[config.mk]
export PLATFORM = sky130hd
export DESIGN_NAME = array_list_rotate_engine
export DESIGN_NICKNAME = d
export VERILOG_FILES = /design/src/design/alre_pkg.sv /design/src/design/array_list_rotate_engine.sv /design/src/design/alre_ctrl.sv /design/src/design/alre_datapath.sv
export SDC_FILE = /design/constraint.sdc
export NUM_CORES = 1
export LEC_CHECK = 0
export ABC_AREA = 1
export BUFFER_PORTS_ARGS = -buffer_cell sky130_fd_sc_hd__buf_2
export CAP_MARGIN = 20
export CORE_ASPECT_RATIO = 1.1
export CORE_MARGIN = 4
export CORE_UTILIZATION = 50
export CTS_CLUSTER_SIZE = 14
export DETAILED_ROUTE_END_ITERATION = 8
export GPL_ROUTABILITY_DRIVEN = 1
export PLACE_DENSITY = 0.74
export SYNTH_ARGS = -nofsm -noshare
export SYNTH_HDL_FRONTEND = slang
export SYNTH_SLANG_ARGS = --single-unit
[constraint.sdc]
create_clock -name clock -period 4.35 [get_ports clock]
set_input_delay 0.2175 -clock clock [delete_from_list [all_inputs] [get_ports clock]]
set_output_delay 0.2175 -clock clock [all_outputs]
set_load 0.02 [all_outputs]
[src/design/alre_pkg.sv]
// shared types, constants and word conversion helpers for the array list rotate engine
package alre_pkg;

   localparam int CAPACITY       = 16;
   localparam int WORD_BITS      = 32;
   localparam int IDX_BITS       = $clog2(CAPACITY);
   localparam int LEN_BITS       = $clog2(CAPACITY + 1);
   localparam int PORT_WORD_BITS = 32;
   localparam int ACTION_BITS    = 4;
   localparam int POS_BITS       = 5;
   localparam int FOUND_BITS     = 4;
   localparam int STATUS_BITS    = 2;

   typedef logic [WORD_BITS-1:0] elem_type;
   typedef logic [IDX_BITS-1:0]  idx_type;
   typedef logic [LEN_BITS-1:0]  len_type;

   typedef enum logic [ACTION_BITS-1:0] {
      ACT_RESIZE = 4'd0,
      ACT_APPEND = 4'd1,
      ACT_ROTL   = 4'd2,
      ACT_ROTR   = 4'd3,
      ACT_READ   = 4'd4,
      ACT_WRITE  = 4'd5,
      ACT_FIND   = 4'd6,
      ACT_INSERT = 4'd7,
      ACT_FRONT  = 4'd8,
      ACT_BACK   = 4'd9
   } alre_action_type;

   typedef enum logic [STATUS_BITS-1:0] {
      ST_OK        = 2'd0,
      ST_RANGE     = 2'd1,
      ST_FULL      = 2'd2,
      ST_NOT_FOUND = 2'd3
   } alre_status_type;

   typedef enum logic [2:0] {
      S_IDLE,
      S_EXEC,
      S_FETCH,
      S_WALK,
      S_FINAL
   } alre_state_type;

   // which result the datapath registers on a finish
   typedef enum logic [2:0] {
      RES_NONE,
      RES_EXEC,
      RES_FETCH,
      RES_FIND,
      RES_DONE
   } alre_res_type;

   typedef struct packed {
      logic         capture;
      logic         launch;
      logic         step;
      logic         put_final;
      alre_res_type res;
   } alre_cmd_type;

   typedef struct packed {
      logic exec_now;
      logic fetch;
      logic is_find;
      logic match;
      logic at_last;
   } alre_sts_type;

   function automatic elem_type from_port(logic signed [PORT_WORD_BITS-1:0] w);
      return WORD_BITS'(w);
   endfunction

   function automatic logic signed [PORT_WORD_BITS-1:0] to_port(elem_type e);
      return PORT_WORD_BITS'($signed(e));
   endfunction

endpackage

[src/design/array_list_rotate_engine.sv]
// top level of the array list rotate engine: controller plus datapath
//
// channel   ports                                   handshake
// request   req_action, req_position, req_word      taken when start is high and busy is low
// response  rsp_read_word, rsp_found_position,      one word per request, valid for the single
//           rsp_status, rsp_length                  cycle that rsp_strobe is high
//
// resize, append, write, unknown actions and every rejected request end in the execute state
// read, front and back: one registered read of the element store, then the fetch state
// rotate (below two elements it ends in execute) and insert walk the store, then write the
// closing element; find walks to a match or the end; the walk moves one element per cycle
// reset clears the length and the per-entry valid bits, so the whole store reads as zero
// the response is never held off; busy stays high while a request is being worked on
module array_list_rotate_engine (
   input  logic                                       clock,
   input  logic                                       reset,
   input  logic                                       start,
   output logic                                       busy,
   input  logic [alre_pkg::ACTION_BITS-1:0]           req_action,
   input  logic [alre_pkg::POS_BITS-1:0]              req_position,
   input  logic signed [alre_pkg::PORT_WORD_BITS-1:0] req_word,
   output logic                                       rsp_strobe,
   output logic signed [alre_pkg::PORT_WORD_BITS-1:0] rsp_read_word,
   output logic [alre_pkg::FOUND_BITS-1:0]            rsp_found_position,
   output logic [alre_pkg::STATUS_BITS-1:0]           rsp_status,
   output logic [alre_pkg::LEN_BITS-1:0]              rsp_length
);

   // command and status between sequencer and datapath
   alre_pkg::alre_cmd_type cmd;
   alre_pkg::alre_sts_type sts;

   // sequencer: decides per cycle whether to finish, fetch, walk or write the closing element
   alre_ctrl u_ctrl (
      .clock (clock),
      .reset (reset),
      .start (start),
      .sts   (sts),
      .cmd   (cmd),
      .busy  (busy)
   );

   // datapath: element store with valid bits, walk pointers and the response registers
   alre_datapath u_datapath (
      .clock              (clock),
      .reset              (reset),
      .cmd                (cmd),
      .sts                (sts),
      .req_action         (req_action),
      .req_position       (req_position),
      .req_word           (req_word),
      .rsp_strobe         (rsp_strobe),
      .rsp_read_word      (rsp_read_word),
      .rsp_found_position (rsp_found_position),
      .rsp_status         (rsp_status),
      .rsp_length         (rsp_length)
   );

endmodule

[src/design/alre_ctrl.sv]
// sequencing state machine for the array list rotate engine
module alre_ctrl (
   input  logic                  clock,
   input  logic                  reset,
   input  logic                  start,
   input  alre_pkg::alre_sts_type sts,
   output alre_pkg::alre_cmd_type cmd,
   output logic                  busy
);

   alre_pkg::alre_state_type state_ff, state_in;

   always_ff @(posedge clock) begin
      if (reset) begin
         state_ff <= alre_pkg::S_IDLE;
      end else begin
         state_ff <= state_in;
      end
   end

   always_comb begin
      state_in      = state_ff;
      cmd.capture   = 1'b0;
      cmd.launch    = 1'b0;
      cmd.step      = 1'b0;
      cmd.put_final = 1'b0;
      cmd.res       = alre_pkg::RES_NONE;
      unique case (state_ff)
         alre_pkg::S_IDLE: begin
            if (start) begin
               cmd.capture = 1'b1;
               state_in    = alre_pkg::S_EXEC;
            end
         end
         alre_pkg::S_EXEC: begin
            if (sts.exec_now) begin
               cmd.res  = alre_pkg::RES_EXEC;
               state_in = alre_pkg::S_IDLE;
            end else if (sts.fetch) begin
               cmd.launch = 1'b1;
               state_in   = alre_pkg::S_FETCH;
            end else begin
               cmd.launch = 1'b1;
               state_in   = alre_pkg::S_WALK;
            end
         end
         alre_pkg::S_FETCH: begin
            cmd.res  = alre_pkg::RES_FETCH;
            state_in = alre_pkg::S_IDLE;
         end
         alre_pkg::S_WALK: begin
            if (sts.is_find) begin
               if (sts.match || sts.at_last) begin
                  cmd.res  = alre_pkg::RES_FIND;
                  state_in = alre_pkg::S_IDLE;
               end else begin
                  cmd.step = 1'b1;
               end
            end else begin
               cmd.step = 1'b1;
               if (sts.at_last) begin
                  state_in = alre_pkg::S_FINAL;
               end
            end
         end
         alre_pkg::S_FINAL: begin
            cmd.put_final = 1'b1;
            cmd.res       = alre_pkg::RES_DONE;
            state_in      = alre_pkg::S_IDLE;
         end
         default: begin
            state_in = alre_pkg::S_IDLE;
         end
      endcase
   end

   assign busy = (state_ff != alre_pkg::S_IDLE);

endmodule

[src/design/alre_datapath.sv]
// element store, walk pointers and result registers of the array list rotate engine
module alre_datapath (
   input  logic                                      clock,
   input  logic                                      reset,
   input  alre_pkg::alre_cmd_type                    cmd,
   output alre_pkg::alre_sts_type                    sts,
   input  logic [alre_pkg::ACTION_BITS-1:0]          req_action,
   input  logic [alre_pkg::POS_BITS-1:0]             req_position,
   input  logic signed [alre_pkg::PORT_WORD_BITS-1:0] req_word,
   output logic                                      rsp_strobe,
   output logic signed [alre_pkg::PORT_WORD_BITS-1:0] rsp_read_word,
   output logic [alre_pkg::FOUND_BITS-1:0]           rsp_found_position,
   output logic [alre_pkg::STATUS_BITS-1:0]          rsp_status,
   output logic [alre_pkg::LEN_BITS-1:0]             rsp_length
);

   // captured request
   alre_pkg::alre_action_type          act_ff;
   logic [alre_pkg::POS_BITS-1:0]      pos_ff;
   alre_pkg::elem_type                 word_ff;

   // list state
   alre_pkg::elem_type                 mem [alre_pkg::CAPACITY];
   logic [alre_pkg::CAPACITY-1:0]      vld_ff, vld_in;
   alre_pkg::len_type                  len_ff, len_in;

   // walk state
   alre_pkg::idx_type                  prev_ff;
   logic                               last_ff;
   logic                               first_ff;
   alre_pkg::elem_type                 hold_ff;
   alre_pkg::elem_type                 rdata_ff;

   // result registers
   logic                                      rsp_strobe_ff;
   logic signed [alre_pkg::PORT_WORD_BITS-1:0] rsp_read_word_ff, rsp_read_word_in;
   logic [alre_pkg::FOUND_BITS-1:0]           rsp_found_ff, rsp_found_in;
   alre_pkg::alre_status_type                 rsp_status_ff, rsp_status_in;
   alre_pkg::len_type                         rsp_length_ff;

   // decode
   logic                      exec_now, fetch, dir_up, in_range, is_full, is_empty, is_small;
   logic                      is_rotate, is_insert, match;
   alre_pkg::alre_status_type exec_status;
   alre_pkg::idx_type         start_addr, end_addr, final_addr, n_last, pos_idx;
   alre_pkg::idx_type         next_addr, shift_addr;

   // memory port
   logic                      rd_en, wr_en, clear_all, hold_load;
   alre_pkg::idx_type         rd_addr, wr_addr;
   alre_pkg::elem_type        wr_data;

   assign n_last    = alre_pkg::IDX_BITS'(len_ff - 1'b1);
   assign pos_idx   = pos_ff[alre_pkg::IDX_BITS-1:0];
   assign in_range  = int'(pos_ff) < int'(len_ff);
   assign is_full   = int'(len_ff) == alre_pkg::CAPACITY;
   assign is_empty  = len_ff == '0;
   assign is_small  = int'(len_ff) < 2;
   assign is_rotate = (act_ff == alre_pkg::ACT_ROTL) || (act_ff == alre_pkg::ACT_ROTR);
   assign is_insert = act_ff == alre_pkg::ACT_INSERT;
   assign match     = rdata_ff == word_ff;

   always_comb begin
      exec_now    = 1'b1;
      fetch       = 1'b0;
      dir_up      = 1'b0;
      exec_status = alre_pkg::ST_OK;
      start_addr  = '0;
      end_addr    = '0;
      final_addr  = '0;
      unique case (act_ff)
         alre_pkg::ACT_RESIZE: begin
            if (int'(pos_ff) > alre_pkg::CAPACITY) begin
               exec_status = alre_pkg::ST_RANGE;
            end
         end
         alre_pkg::ACT_APPEND: begin
            if (is_full) begin
               exec_status = alre_pkg::ST_FULL;
            end
         end
         alre_pkg::ACT_ROTL: begin
            exec_now   = is_small;
            dir_up     = 1'b1;
            end_addr   = n_last;
            final_addr = n_last;
         end
         alre_pkg::ACT_ROTR: begin
            exec_now   = is_small;
            start_addr = n_last;
         end
         alre_pkg::ACT_READ: begin
            exec_now   = !in_range;
            fetch      = 1'b1;
            start_addr = pos_idx;
            if (!in_range) begin
               exec_status = alre_pkg::ST_RANGE;
            end
         end
         alre_pkg::ACT_WRITE: begin
            if (!in_range) begin
               exec_status = alre_pkg::ST_RANGE;
            end
         end
         alre_pkg::ACT_FIND: begin
            exec_now    = is_empty;
            exec_status = alre_pkg::ST_NOT_FOUND;
            dir_up      = 1'b1;
            end_addr    = n_last;
         end
         alre_pkg::ACT_INSERT: begin
            start_addr = n_last;
            end_addr   = pos_idx;
            final_addr = pos_idx;
            if (!in_range) begin
               exec_status = alre_pkg::ST_RANGE;
            end else if (is_full) begin
               exec_status = alre_pkg::ST_FULL;
            end else begin
               exec_now = 1'b0;
            end
         end
         alre_pkg::ACT_FRONT: begin
            exec_now = is_empty;
            fetch    = 1'b1;
            if (is_empty) begin
               exec_status = alre_pkg::ST_RANGE;
            end
         end
         alre_pkg::ACT_BACK: begin
            exec_now   = is_empty;
            fetch      = 1'b1;
            start_addr = n_last;
            if (is_empty) begin
               exec_status = alre_pkg::ST_RANGE;
            end
         end
         default: begin
         end
      endcase
   end

   // walk goes up for rotate left and find, down otherwise; moved words land one step behind
   assign next_addr  = dir_up ? prev_ff + 1'b1 : prev_ff - 1'b1;
   assign shift_addr = dir_up ? prev_ff - 1'b1 : prev_ff + 1'b1;

   always_comb begin
      rd_en     = 1'b0;
      rd_addr   = start_addr;
      wr_en     = 1'b0;
      wr_addr   = final_addr;
      wr_data   = word_ff;
      clear_all = 1'b0;
      hold_load = 1'b0;
      len_in    = len_ff;
      if (cmd.launch) begin
         rd_en = 1'b1;
      end
      if (cmd.step) begin
         if (!last_ff) begin
            rd_en   = 1'b1;
            rd_addr = next_addr;
         end
         if (act_ff != alre_pkg::ACT_FIND) begin
            if (first_ff && is_rotate) begin
               hold_load = 1'b1;
            end else begin
               wr_en   = 1'b1;
               wr_addr = shift_addr;
               wr_data = rdata_ff;
            end
         end
      end
      if (cmd.put_final) begin
         wr_en   = 1'b1;
         wr_addr = final_addr;
         wr_data = is_insert ? word_ff : hold_ff;
         if (is_insert) begin
            len_in = len_ff + 1'b1;
         end
      end
      if ((cmd.res == alre_pkg::RES_EXEC) && (exec_status == alre_pkg::ST_OK)) begin
         unique case (act_ff)
            alre_pkg::ACT_RESIZE: begin
               clear_all = 1'b1;
               len_in    = alre_pkg::LEN_BITS'(pos_ff);
            end
            alre_pkg::ACT_APPEND: begin
               wr_en   = 1'b1;
               wr_addr = alre_pkg::IDX_BITS'(len_ff);
               len_in  = len_ff + 1'b1;
            end
            alre_pkg::ACT_WRITE: begin
               wr_en   = 1'b1;
               wr_addr = pos_idx;
            end
            default: begin
            end
         endcase
      end
   end

   always_comb begin
      vld_in = clear_all ? '0 : vld_ff;
      if (wr_en) begin
         vld_in[wr_addr] = 1'b1;
      end
   end

   always_comb begin
      rsp_read_word_in = '0;
      rsp_found_in     = '0;
      rsp_status_in    = alre_pkg::ST_OK;
      case (cmd.res)
         alre_pkg::RES_EXEC: begin
            rsp_status_in = exec_status;
         end
         alre_pkg::RES_FETCH: begin
            rsp_read_word_in = alre_pkg::to_port(rdata_ff);
         end
         alre_pkg::RES_FIND: begin
            if (match) begin
               rsp_found_in = alre_pkg::FOUND_BITS'(prev_ff);
            end else begin
               rsp_status_in = alre_pkg::ST_NOT_FOUND;
            end
         end
         default: begin
         end
      endcase
   end

   always_ff @(posedge clock) begin
      if (wr_en) begin
         mem[wr_addr] <= wr_data;
      end
      if (rd_en) begin
         rdata_ff <= vld_ff[rd_addr] ? mem[rd_addr] : '0;
      end
   end

   always_ff @(posedge clock) begin
      if (reset) begin
         vld_ff        <= '0;
         len_ff        <= '0;
         rsp_strobe_ff <= 1'b0;
      end else begin
         vld_ff        <= vld_in;
         len_ff        <= len_in;
         rsp_strobe_ff <= cmd.res != alre_pkg::RES_NONE;
      end
   end

   always_ff @(posedge clock) begin
      if (cmd.capture) begin
         act_ff  <= alre_pkg::alre_action_type'(req_action);
         pos_ff  <= req_position;
         word_ff <= alre_pkg::from_port(req_word);
      end
      if (cmd.launch) begin
         prev_ff  <= start_addr;
         last_ff  <= start_addr == end_addr;
         first_ff <= 1'b1;
      end else if (cmd.step) begin
         prev_ff  <= next_addr;
         last_ff  <= next_addr == end_addr;
         first_ff <= 1'b0;
      end
      if (hold_load) begin
         hold_ff <= rdata_ff;
      end
      if (cmd.res != alre_pkg::RES_NONE) begin
         rsp_read_word_ff <= rsp_read_word_in;
         rsp_found_ff     <= rsp_found_in;
         rsp_status_ff    <= rsp_status_in;
         rsp_length_ff    <= len_in;
      end
   end

   assign sts.exec_now = exec_now;
   assign sts.fetch    = fetch;
   assign sts.is_find  = act_ff == alre_pkg::ACT_FIND;
   assign sts.match    = match;
   assign sts.at_last  = last_ff;

   assign rsp_strobe         = rsp_strobe_ff;
   assign rsp_read_word      = rsp_read_word_ff;
   assign rsp_found_position = rsp_found_ff;
   assign rsp_status         = rsp_status_ff;
   assign rsp_length         = rsp_length_ff;

endmodule

==> flow_summary.ini, run 1 <==
[status]
status = completed

[layout]
syn_to_final_growth_pct = 13.9
fin_cells = 3924
diodes = 0
drive_above_1_share_pct = 10.5
fin_area_mm2 = 0.0347
nNetsFinal = 3110

[floorplan]
rows = 94
fp.dieH_um = 267
core_mm2 = 0.0601
die_w_um = 243
io_pins = 89
start_util_pct = 50.7
die-area_mm2 = 0.0650

[clocking]
clock-sinks = 691
clk_path_buf_depth = 3
cts_root_buf = clkbuf_16
cts_buffers = 67
clkLatencyLatePin_ps = 610
cts_tree = built
htree_levels = 3
post_cts.repair.setup_buffers = 0
clk_pin_slew_ps = 60

[synth]
synthFlopType = edfxtp_1
ys_warn_count = 0
synthArstFlopShare_pct = 0
syn_area_mm2 = 0.0305
synth_nets = 2993
yosysUniqueCellTypes = 36
synth_top_area_share_pct = 65.5
syn_avg_cell_area_um2 = 10.4
yosysSeqAreaShare_pct = 67.2
synth-seq-cells = 691
yosysMostFrequentCell = nand2_1
yosysTopAreaCell = edfxtp_1
synth_top_cells_by_count = 754 x nand2_1, 665 x edfxtp_1, 643 x nand3_1, 382 x inv_1, 77 x nor2_1
synthTopCellsByArea = edfxtp_1 65%, nand3_1 11%, nand2_1 9.3%
syn_inst = 2940
synth_edf_count = 665

[placement]
dpl-instance-area_mm2 = 0.0321
dp.cells = 3755
io_buffers = 88
place.gp.congestion = 0.925
place_hpwl_um = 43600

[timing]
tightest_slew_ps = 1060
rsz0062_at_grt = false
fmax_ghz = 0.253
whs_ps = 79.9
skew_ps = 23.9
timing.final.crit_period_ps = 3950
fin_crit_sh_pct = 90.9
drv_slew = 0
setup_tns_ps = 0
setup_viol = 0
slew_headroom_pct = 29.2
finalHoldViolCount = 0

[power_and_ir_drop]
seq_power_share_pct = 50.5
p_leak_nw = 14.3
power.density_mw_per_mm2 = 430
clock_power_share_pct = 38.1
swShare_pct = 24.8
design_power_total_mw = 14.9
irDropWorstVdd_mv = 0.338
switching_power_mw = 3.71
p_int_mw = 11.2
combPwrFrac_pct = 11.4

[global_routing]
grt_pass1_vias = 20974
grt_pass1_wl_um = 121000
grt.total_usage_pct = 24.0
grt_overflow = 0
antenna_found_initial = 1
grt_max_degree = 130

[setup_path]
startpoint_type = register
critPathKind = register to register
arrival_ps = 4310
crit_fanout = 48
cp.required_ps = 4700
cp-end-kind = register

[drt]
wl_per_cell_um = 20.2
ant_nets = 0
drcViolationCount = 0
drt_first_pass_iters = 6
drt_iter0_markers = 2660
vias_per_cell = 5.66
vias = 22197
wl_um = 79400

[flow_run]
maxCapViolations = 0

[worst_hold_path]
worst_hold_path_type = input pin to register
-- worst max-delay path: stages (launching register included) --
cell and delay [ps]:
edfxtp_1 460, xnor2_1 190, nand2_1 70, nor2_1 190, nand2_1 130, nor2_1 110, nand2_1 190, nand4_1 160
nand2_1 170, o21ai_4 640, buf_4 720, nand3_1 150, nand3_1 130, nand2_1 150, nand2_1 120, inv_1 70
-- cells by family (layout without fill, tap and decap cells) --
group           after synthesis  count (layout)  synth area share, %
buf+inv                     567             735                 7.32
simple gates               1501            1501                 21.3
fa+ha+maj                     9               9                0.369
compound gates              136             136                 2.74
flops                       691             691                 67.2
xor+xnor                     35              35                 1.01
mux                           1               1               0.0369
-- stage by stage --
stage               utilization [%]  setup slack (ps)
detailed placement             53.5               540
floorplan                         -               221
global placement               53.4               563
CTS                            57.7               530
global route                   57.8               172
finish                         57.8               395
-- metal layers --
metal  vias up  part of all wire (%)  global-route usage, %
met2      1283                    48                   39.6
met1     10622                    39                   32.5
met5         -                     0                      0
met3       174                    11                   3.64
met4         0                   3.0                   8.78
li1      10118                     -                      -
-- final cells by class --
class                           instances  area, µm²
Tap cell                              816       1020
Timing Repair Buffer                  210       1720
Fill cell                            4732      25400
Clock buffer                           87       1850
Inverter                              405       1520
Clock inverter                         33        278
Multi-Input combinational cell       1682       7870
Sequential cell                       691      20500
-- cells in the final DEF (no fill, tap or decap), drive strengths merged, types with 7 or more instances in the layout --
master	instances
a21oi	30
buf	169
clkbuf	87
clkinv	27
dfxtp	26
dlygate4sd3	41
edfxtp	665
ha	9
inv	407
nand2	756
nand3	643
nor2	87
nor3	7
o211ai	26
o21ai	55
o221ai	12
xnor2	25
xor2	10
-- final timing paths --
| check | startpoint | endpoint | slack, ps | cells past startpoint |
|---|---|---|---|---|
| max | u_datapath.word_ff[31] | u_datapath.rdata_ff[16] | 400 | 15 |
| min reg2reg | u_datapath.vld_ff[8] | u_datapath.vld_ff[8] | 470 | 2 |
| max reg2reg | u_datapath.word_ff[31] | u_datapath.rdata_ff[16] | 400 | 15 |
| min | start | u_ctrl.state_ff[0] | 80 | 5 |
-- flip-flops by register name, indices dropped and copies added (netlist names), 5 cells and up --
signal / count
u_datapath.word_ff: 32
u_datapath.pos_ff: 5
u_datapath.rsp_read_word: 32
u_datapath.hold_ff: 32
u_datapath.vld_ff: 16
u_datapath.rdata_ff: 32
u_datapath.mem: 512
u_datapath.len_ff: 5
u_datapath.rsp_length: 5
-- power by group through the flow --
stage | registers, mW | logic [mW] | clock network, mW
2_1_floorplan | 7.72 | 1.01 | 0
3_5_place_dp | 7.67 | 1.63 | 0
4_1_cts | 7.53 | 1.67 | 5.75
3_3_place_gp | 7.67 | 1.59 | 0
5_1_grt | 7.54 | 1.86 | 6.03
6_report | 7.53 | 1.70 | 5.68
-- repair_timing --
| item | in CTS | in global routing |
|---|---|---|
| hold buffers | 41 | 0 |
| hold endpoints to repair | 41 | 0 |
| endpoints found under the setup margin | 0 | 0 |
| gates resized for setup | 0 | 0 |
No activity file was read; power rests on OpenSTA's default activity.
==> run 2, diff against run 1 <==
--- a/config.mk
+++ b/config.mk
@@ -5,7 +5,6 @@
 export SDC_FILE = /design/constraint.sdc
 export NUM_CORES = 1
 export LEC_CHECK = 0
-export ABC_AREA = 1
 export BUFFER_PORTS_ARGS = -buffer_cell sky130_fd_sc_hd__buf_2
 export CAP_MARGIN = 20
 export CORE_ASPECT_RATIO = 1.1
==> run 2 against run 1 <==
  * Sequential share of layout area rose by 4.1 points
  * Fmax rose by 1.3%
  * Die area fell by 7.5%
  * Combinational power fell by 22%
  * Clock skew rose by 1.3 ps
  * Via count fell by 26%
==> flow_summary.ini, run 2 <==
[floorplan]
core_mm2 = 0.0553
die_w_um = 234
die-area_mm2 = 0.0601
fp.dieH_um = 257
start_util_pct = 50.9
rows = 90
io_pins = 89

[clocking]
cts_hold_buf = 42
htree_levels = 3
clkLatencyLatePin_ps = 610
post_cts_resized = 0
clk_path_buf_depth = 3
cts_root_buf = clkbuf_16
cts_tree = built
clk_pin_slew_ps = 60
cts_buffers = 69
post_cts.repair.setup_buffers = 0
clock-sinks = 691

[synth]
synth_nets = 1809
yosysMostFrequentCell = edfxtp_1
syn_area_mm2 = 0.0281
yosysUniqueCellTypes = 77
yosysTopAreaCell = edfxtp_1
ys_warn_count = 0
synthFlopType = edfxtp_1
syn_avg_cell_area_um2 = 16.0
synth_edf_count = 665
synthArstFlopShare_pct = 0
synth-seq-cells = 691
syn_inst = 1756
synth_top_cells_by_count = 665 x edfxtp_1, 265 x mux2i_1, 131 x o22ai_1, 105 x nor2_1, 92 x nand2_1
synthTopCellsByArea = edfxtp_1 71%, mux2i_1 9.4%, o22ai_1 2.9%
yosysSeqAreaShare_pct = 72.8
synth_top_area_share_pct = 71.0

[setup_path]
cp_top_family = simple AND/OR/NAND/NOR gates
arrival_ps = 4260
critPathKind = register to register
cp_slowest_cell = xnor2_1
crit_chain = xnor2_1 > nand4_1 > nor4_4 > a31oi_4 > mux2_8 > buf_12 > mux2i_1 > o22ai_1 > nor2_1 > a21oi_2
crit_fanout = 37
startpoint_type = register
cp-end-kind = register
cp.required_ps = 4700
cp_num_buf_inv = 1
max_stage_delay_ps = 530

[drt]
wl_per_cell_um = 25.7
ant_nets = 0
drcViolationCount = 0
drt_iter0_markers = 1670
vias = 16359
drt_first_pass_iters = 7
vias_per_cell = 6.00
wl_um = 70200

[global_routing]
grt_overflow = 0
grt_pass1_wl_um = 104000
grt_max_degree = 39
grt.total_usage_pct = 23.2
grt_pass1_vias = 16330
antenna_found_initial = 0

[timing]
tightest_slew_ps = 784
fmax_ghz = 0.256
finalHoldViolCount = 0
setup_viol = 0
rsz0062_at_grt = false
skew_ps = 25.2
timing.final.crit_period_ps = 3910
fin_crit_sh_pct = 89.8
setup_tns_ps = 0
drv_slew = 0
slew_headroom_pct = 47.3

[flow_run]
maxCapViolations = 0

[power_and_ir_drop]
swShare_pct = 23.3
clock_power_share_pct = 38.8
switching_power_mw = 3.37
seq_power_share_pct = 52.1
p_leak_nw = 10.6
combPwrFrac_pct = 9.1
irDropWorstVdd_mv = 0.322
power.density_mw_per_mm2 = 446
p_int_mw = 11.1

[placement]
dpl-instance-area_mm2 = 0.0299
dp.cells = 2556
place.gp.congestion = 0.895
place_hpwl_um = 42500
io_buffers = 88

[layout]
largest_reg_flops = 512
final_cell_mix = 665 x edfxtp_1, 265 x mux2i_1, 130 x o22ai_1
fin_area_mm2 = 0.0325
fin_cells = 2725
top_register = u_datapath.mem
drive_above_1_share_pct = 17.1
layout_commonest_cell = edfxtp_1
diodes = 0
syn_to_final_growth_pct = 15.3
nNetsFinal = 1986
final.fill_count = 4063

[worst_hold_path]
worst_hold_path_type = input pin to register

[status]
status = completed
[run 2: power groups by stage]
| stage | combinational [mW] | clock [mW] | sequential (mW) |
|---|---|---|---|
| finish | 1.32 | 5.63 | 7.54 |
| global route | 1.40 | 5.98 | 7.55 |
| CTS | 1.31 | 5.73 | 7.54 |
| detailed placement | 1.28 | 0 | 7.68 |
| global placement | 1.26 | 0 | 7.68 |
| floorplan | 0.826 | 0 | 7.69 |
[run 2: path summary, 6_finish.rpt]
kind / cells after the start / endpoint / start / slack (ps)
worst max-delay path: 10 / u_datapath.rdata_ff[20] / u_datapath.rdata_ff[28] / 440
worst min-delay path: 2 / u_datapath.len_ff[1] / reset / 100
worst max register to register: 10 / u_datapath.rdata_ff[20] / u_datapath.rdata_ff[28] / 440
worst min register to register: 2 / u_datapath.vld_ff[5] / u_datapath.vld_ff[5] / 470
[run 2: per-stage QoR]
| stage | utilization [%] | setup WS [ps] | hold slack [ps] | power (mW) |
|---|---|---|---|---|
| after floorplan | - | 98.6 | 289 | 8.52 |
| after global placement | 54.1 | 630 | 394 | 8.94 |
| after detailed placement | 54.1 | 499 | 396 | 8.96 |
| after CTS | 58.7 | 446 | 68.5 | 14.6 |
| after global routing | 58.7 | 120 | 107 | 14.9 |
| final | 58.7 | 444 | 96.8 | 14.5 |
[run 2: per-layer routing]
layer	vias up	share of wire (%)	track usage, %
met5	-	0	0
met4	0	3.7	9.05
met3	142	8.2	3.96
met2	811	49	38.1
met1	8189	39	30.9
li1	7217	-	-
[run 2: final cells by class]
type | count | area [µm²] | share of cell area (%)
Tap cell | 736 | 921 | 2.84
Sequential cell | 691 | 20500 | 63.1
Inverter | 28 | 105 | 0.324
Clock inverter | 43 | 305 | 0.941
Clock buffer | 84 | 1830 | 5.62
Timing Repair Buffer | 205 | 1720 | 5.31
Multi-Input combinational cell | 938 | 7090 | 21.8
[run 2: cell families after synthesis]
group           Yosys count  share of synthesized area, %
compound gates          293                          7.44
simple gates            323                          5.56
xor+xnor                 44                          1.37
flops                   691                          72.8
buf+inv                 127                          2.81
mux                     269                          9.61
fa+ha+maj                 9                         0.400
==> run 3, diff against run 2 <==
--- a/config.mk
+++ b/config.mk
@@ -13,7 +13,8 @@
 export CTS_CLUSTER_SIZE = 14
 export DETAILED_ROUTE_END_ITERATION = 8
 export GPL_ROUTABILITY_DRIVEN = 1
-export PLACE_DENSITY = 0.74
+export PLACE_DENSITY = 0.71
 export SYNTH_ARGS = -nofsm -noshare
 export SYNTH_HDL_FRONTEND = slang
+export SYNTH_HIERARCHICAL = 1
 export SYNTH_SLANG_ARGS = --single-unit
==> constraint.sdc (replaced) <==
create_clock -name clock -period 3.6 [get_ports clock]
set_input_delay 0.18 -clock clock [delete_from_list [all_inputs] [get_ports clock]]
set_output_delay 0.18 -clock clock [all_outputs]
set_load 0.02 [all_outputs]
==> run 3 against run 2 <==
  * The flow now finishes with violations (setup timing)
  * Combinational power increased by 54%
  * Clock skew decreased by 3.4 ps
  * Via count increased by 34%
  * Sequential share of layout area decreased by 8.8 points
  * Final cell count increased by 31%
  * Final area increased by 16%
  * Sequential power increased by 19%
  * Worst setup slack got worse by 1200 ps
  * Wire length increased by 31%
  * Critical endpoint is now u_datapath/rdata_ff[8]
==> flow_summary.ini, run 3 <==
[status]
status = finished, violations left
violations = setup timing

[synth]
yosysTopAreaCell = edfxtp_1
synthArstFlopShare_pct = 0
syn_avg_cell_area_um2 = 12.5
yosysSeqAreaShare_pct = 70.3
synthFlopType = edfxtp_1
synth_top_cells_by_count = 665 x edfxtp_1, 642 x nand2_1, 269 x a21oi_1, 116 x o21ai_0, 77 x clkbuf_1
synth-seq-cells = 691
yosysUniqueCellTypes = 79
synth_edf_count = 665
synthTopCellsByArea = edfxtp_1 69%, nand2_1 8.3%, a21oi_1 4.6%
synth_nets = 2391
synth_top_area_share_pct = 68.5
yosysMostFrequentCell = edfxtp_1
syn_area_mm2 = 0.0291
ys_warn_count = 6
syn_inst = 2338

[floorplan]
fp.dieH_um = 261
die-area_mm2 = 0.0622
die_w_um = 238
start_util_pct = 50.6
core_mm2 = 0.0576
rows = 92
io_pins = 89

[clocking]
htree_levels = 3
cts_root_buf = clkbuf_16
clk_pin_slew_ps = 60
clk_path_buf_depth = 3
clkLatencyLatePin_ps = 610
cts_tree = built
cts_buffers = 67
clock-sinks = 691

[power_and_ir_drop]
p_int_mw = 13.6
combPwrFrac_pct = 11.4
irDropWorstVdd_mv = 0.286
design_power_total_mw = 17.8
power.density_mw_per_mm2 = 473
p_leak_nw = 13.3
swShare_pct = 23.9
switching_power_mw = 4.26
clock_power_share_pct = 38.3
seq_power_share_pct = 50.3

[global_routing]
grt.total_usage_pct = 26.8
use_met2_pct = 43.8
grt_max_degree = 45
antenna_found_initial = 4
grt_pass1_vias = 20364
grt_pass1_wl_um = 126000
grt_overflow = 0
busiest_layer = met2
grtUsageMet1_pct = 36.2
grt_use_met3_pct = 4.62

[layout]
final_util_pct = 65.5
layout_commonest_cell = edfxtp_1
final.fill_count = 3848
drive_above_1_share_pct = 23.6
syn_to_final_growth_pct = 29.4
top_register = u_datapath/mem
fin_area_mm2 = 0.0377
final_cell_mix = 665 x edfxtp_1, 641 x nand2_1, 267 x a21oi_1
nNetsFinal = 2807
largest_reg_flops = 512

[setup_path]
rrSetupSlack_ps = -740
crit_fanout = 11
crit_path_frequent_cell = buf_4
cp-end-kind = register
cp_slowest_cell = o21ai_0
cp_num_buf_inv = 7
critPathKind = register to register
max_stage_delay_ps = 500
startpoint_type = register
cp.required_ps = 3890
cp_top_family = compound AO/OA/AOI/OAI gates
crit_chain = xor2_2 > nor4_2 > buf_4 > nand4_1 > nor2_2 > buf_6 > o21a_1 > buf_6 > nor2_4 > nor2b_4 > o31ai_1 > buf_4 > nor2_4 > buf_12 > buf_12 > buf_4 > nand2_1 > a21oi_1 > o21ai_0 > a41oi_4
arrival_ps = 4630

[timing]
skew_ps = 21.8
setup_viol = 1082
finalHoldViolCount = 0
slew_headroom_pct = 50.2
setup_slack_ps = -736
rsz0062_at_grt = true
timing.final.crit_period_ps = 4340
fmax_ghz = 0.231
tightest_slew_ps = 746
fin_crit_sh_pct = 120
drv_slew = 0

[flow_run]
maxCapViolations = 0

[placement]
place.gp.congestion = 0.964
place_hpwl_um = 53500
io_buffers = 88
dpl-instance-area_mm2 = 0.0336

[drt]
vias = 21899
wl_per_cell_um = 25.8
drt_iter0_markers = 3416
drcViolationCount = 0
wl_um = 91900
vias_per_cell = 6.15
ant_nets = 0
drt_first_pass_iters = 6

[worst_hold_path]
worst_hold_path_type = input pin to register
[run 3: cell types whose count changed after synthesis, moves of 30 or more]
cell	delta
xnor2_1	-32
clkbuf_1	+42
mux2i_1	-257
a21oi_1	+257
xor2_1	+33
a41oi_2	+30
o21ai_0	+102
o22ai_1	-122
nand2_1	+550
nor2_1	-65
[run 3: power groups by stage]
| stage | Clock [mW] | Sequential (mW) | Combinational [mW] |
|---|---|---|---|
| floorplan | 0 | 9.19 | 0.863 |
| detailed placement | 0 | 9.15 | 1.83 |
| CTS | 6.87 | 8.98 | 1.95 |
| finish | 6.83 | 8.98 | 2.03 |
| global route | 7.22 | 8.98 | 2.13 |
| global placement | 0 | 9.14 | 1.79 |
[run 3: cell families (layout without fill, tap and decap cells)]
| kind of cell | count (synthesis) | count (layout) | synth area share (%) |
|---|---|---|---|
| buf+inv | 167 | 634 | 2.69 |
| mux | 23 | 23 | 0.936 |
| other cells | 0 | 3 | 0 |
| simple gates | 854 | 854 | 12.8 |
| flops | 691 | 691 | 70.3 |
| compound gates | 549 | 551 | 11.5 |
| fa+ha+maj | 9 | 9 | 0.386 |
| xor+xnor | 45 | 45 | 1.35 |
[run 3: final timing paths]
path                                from                     end  depth (start not counted)
setup / recovery  u_datapath/rdata_ff[2]  u_datapath/rdata_ff[8]                         20
hold reg to reg      u_datapath/first_ff     u_datapath/first_ff                          1
hold / removal                     reset    u_datapath/vld_ff[4]                          2
setup reg to reg  u_datapath/rdata_ff[2]  u_datapath/rdata_ff[8]                         20
[run 3: worst register-to-register path, stage by stage, from the launching register on]
cell	delay (ps)
edfxtp_1	470
xor2_2	220
nor4_2	300
buf_4	170
nand4_1	160
nor2_2	240
buf_6	130
o21a_1	150
buf_6	120
nor2_4	40
nor2b_4	150
o31ai_1	220
buf_4	190
nor2_4	40
buf_12	140
buf_12	160
buf_4	170
nand2_1	100
a21oi_1	100
o21ai_0	500
a41oi_4	270
[run 3: cell type report]
type	count	area, µm²	share of cell area (%)
timing repair buffer	494	5670	15.0
tap	752	941	2.50
clock buffer	86	1840	4.88
antenna	3	7.51	0.0199
clock inverter	36	268	0.710
inverter	18	67.6	0.179
sequential	691	20500	54.3
multi-input combinational	1482	8420	22.3
[run 3: timing repair]
item,CTS,global route
gates cloned,3,32
endpoints found under the hold margin,44,0
resized for setup,49,48
endpoints found under the setup margin,1082,1082
buffers inserted,10,21
pin swaps,8,13
hold buffers,42,0
[run 3: metal layers]
metal  wire length [µm]  share of wire (%)
met5                  0                  0
met4               4640                5.1
met3              10800                 12
met2              43400                 47
met1              33000                 36
[run 3: metrics by stage]
stage                     hold slack (ps)  cells  setup WS (ps)  setup TNS [ps]
after floorplan                       252   2338           -398         -203650
after global placement                358   3331           -614         -302120
after detailed placement              358   3331           -708         -326510
after CTS                            29.8   3508           -457         -241390
after global routing                 65.2   3559           -762         -567160
final                                65.0   3562           -736         -447700
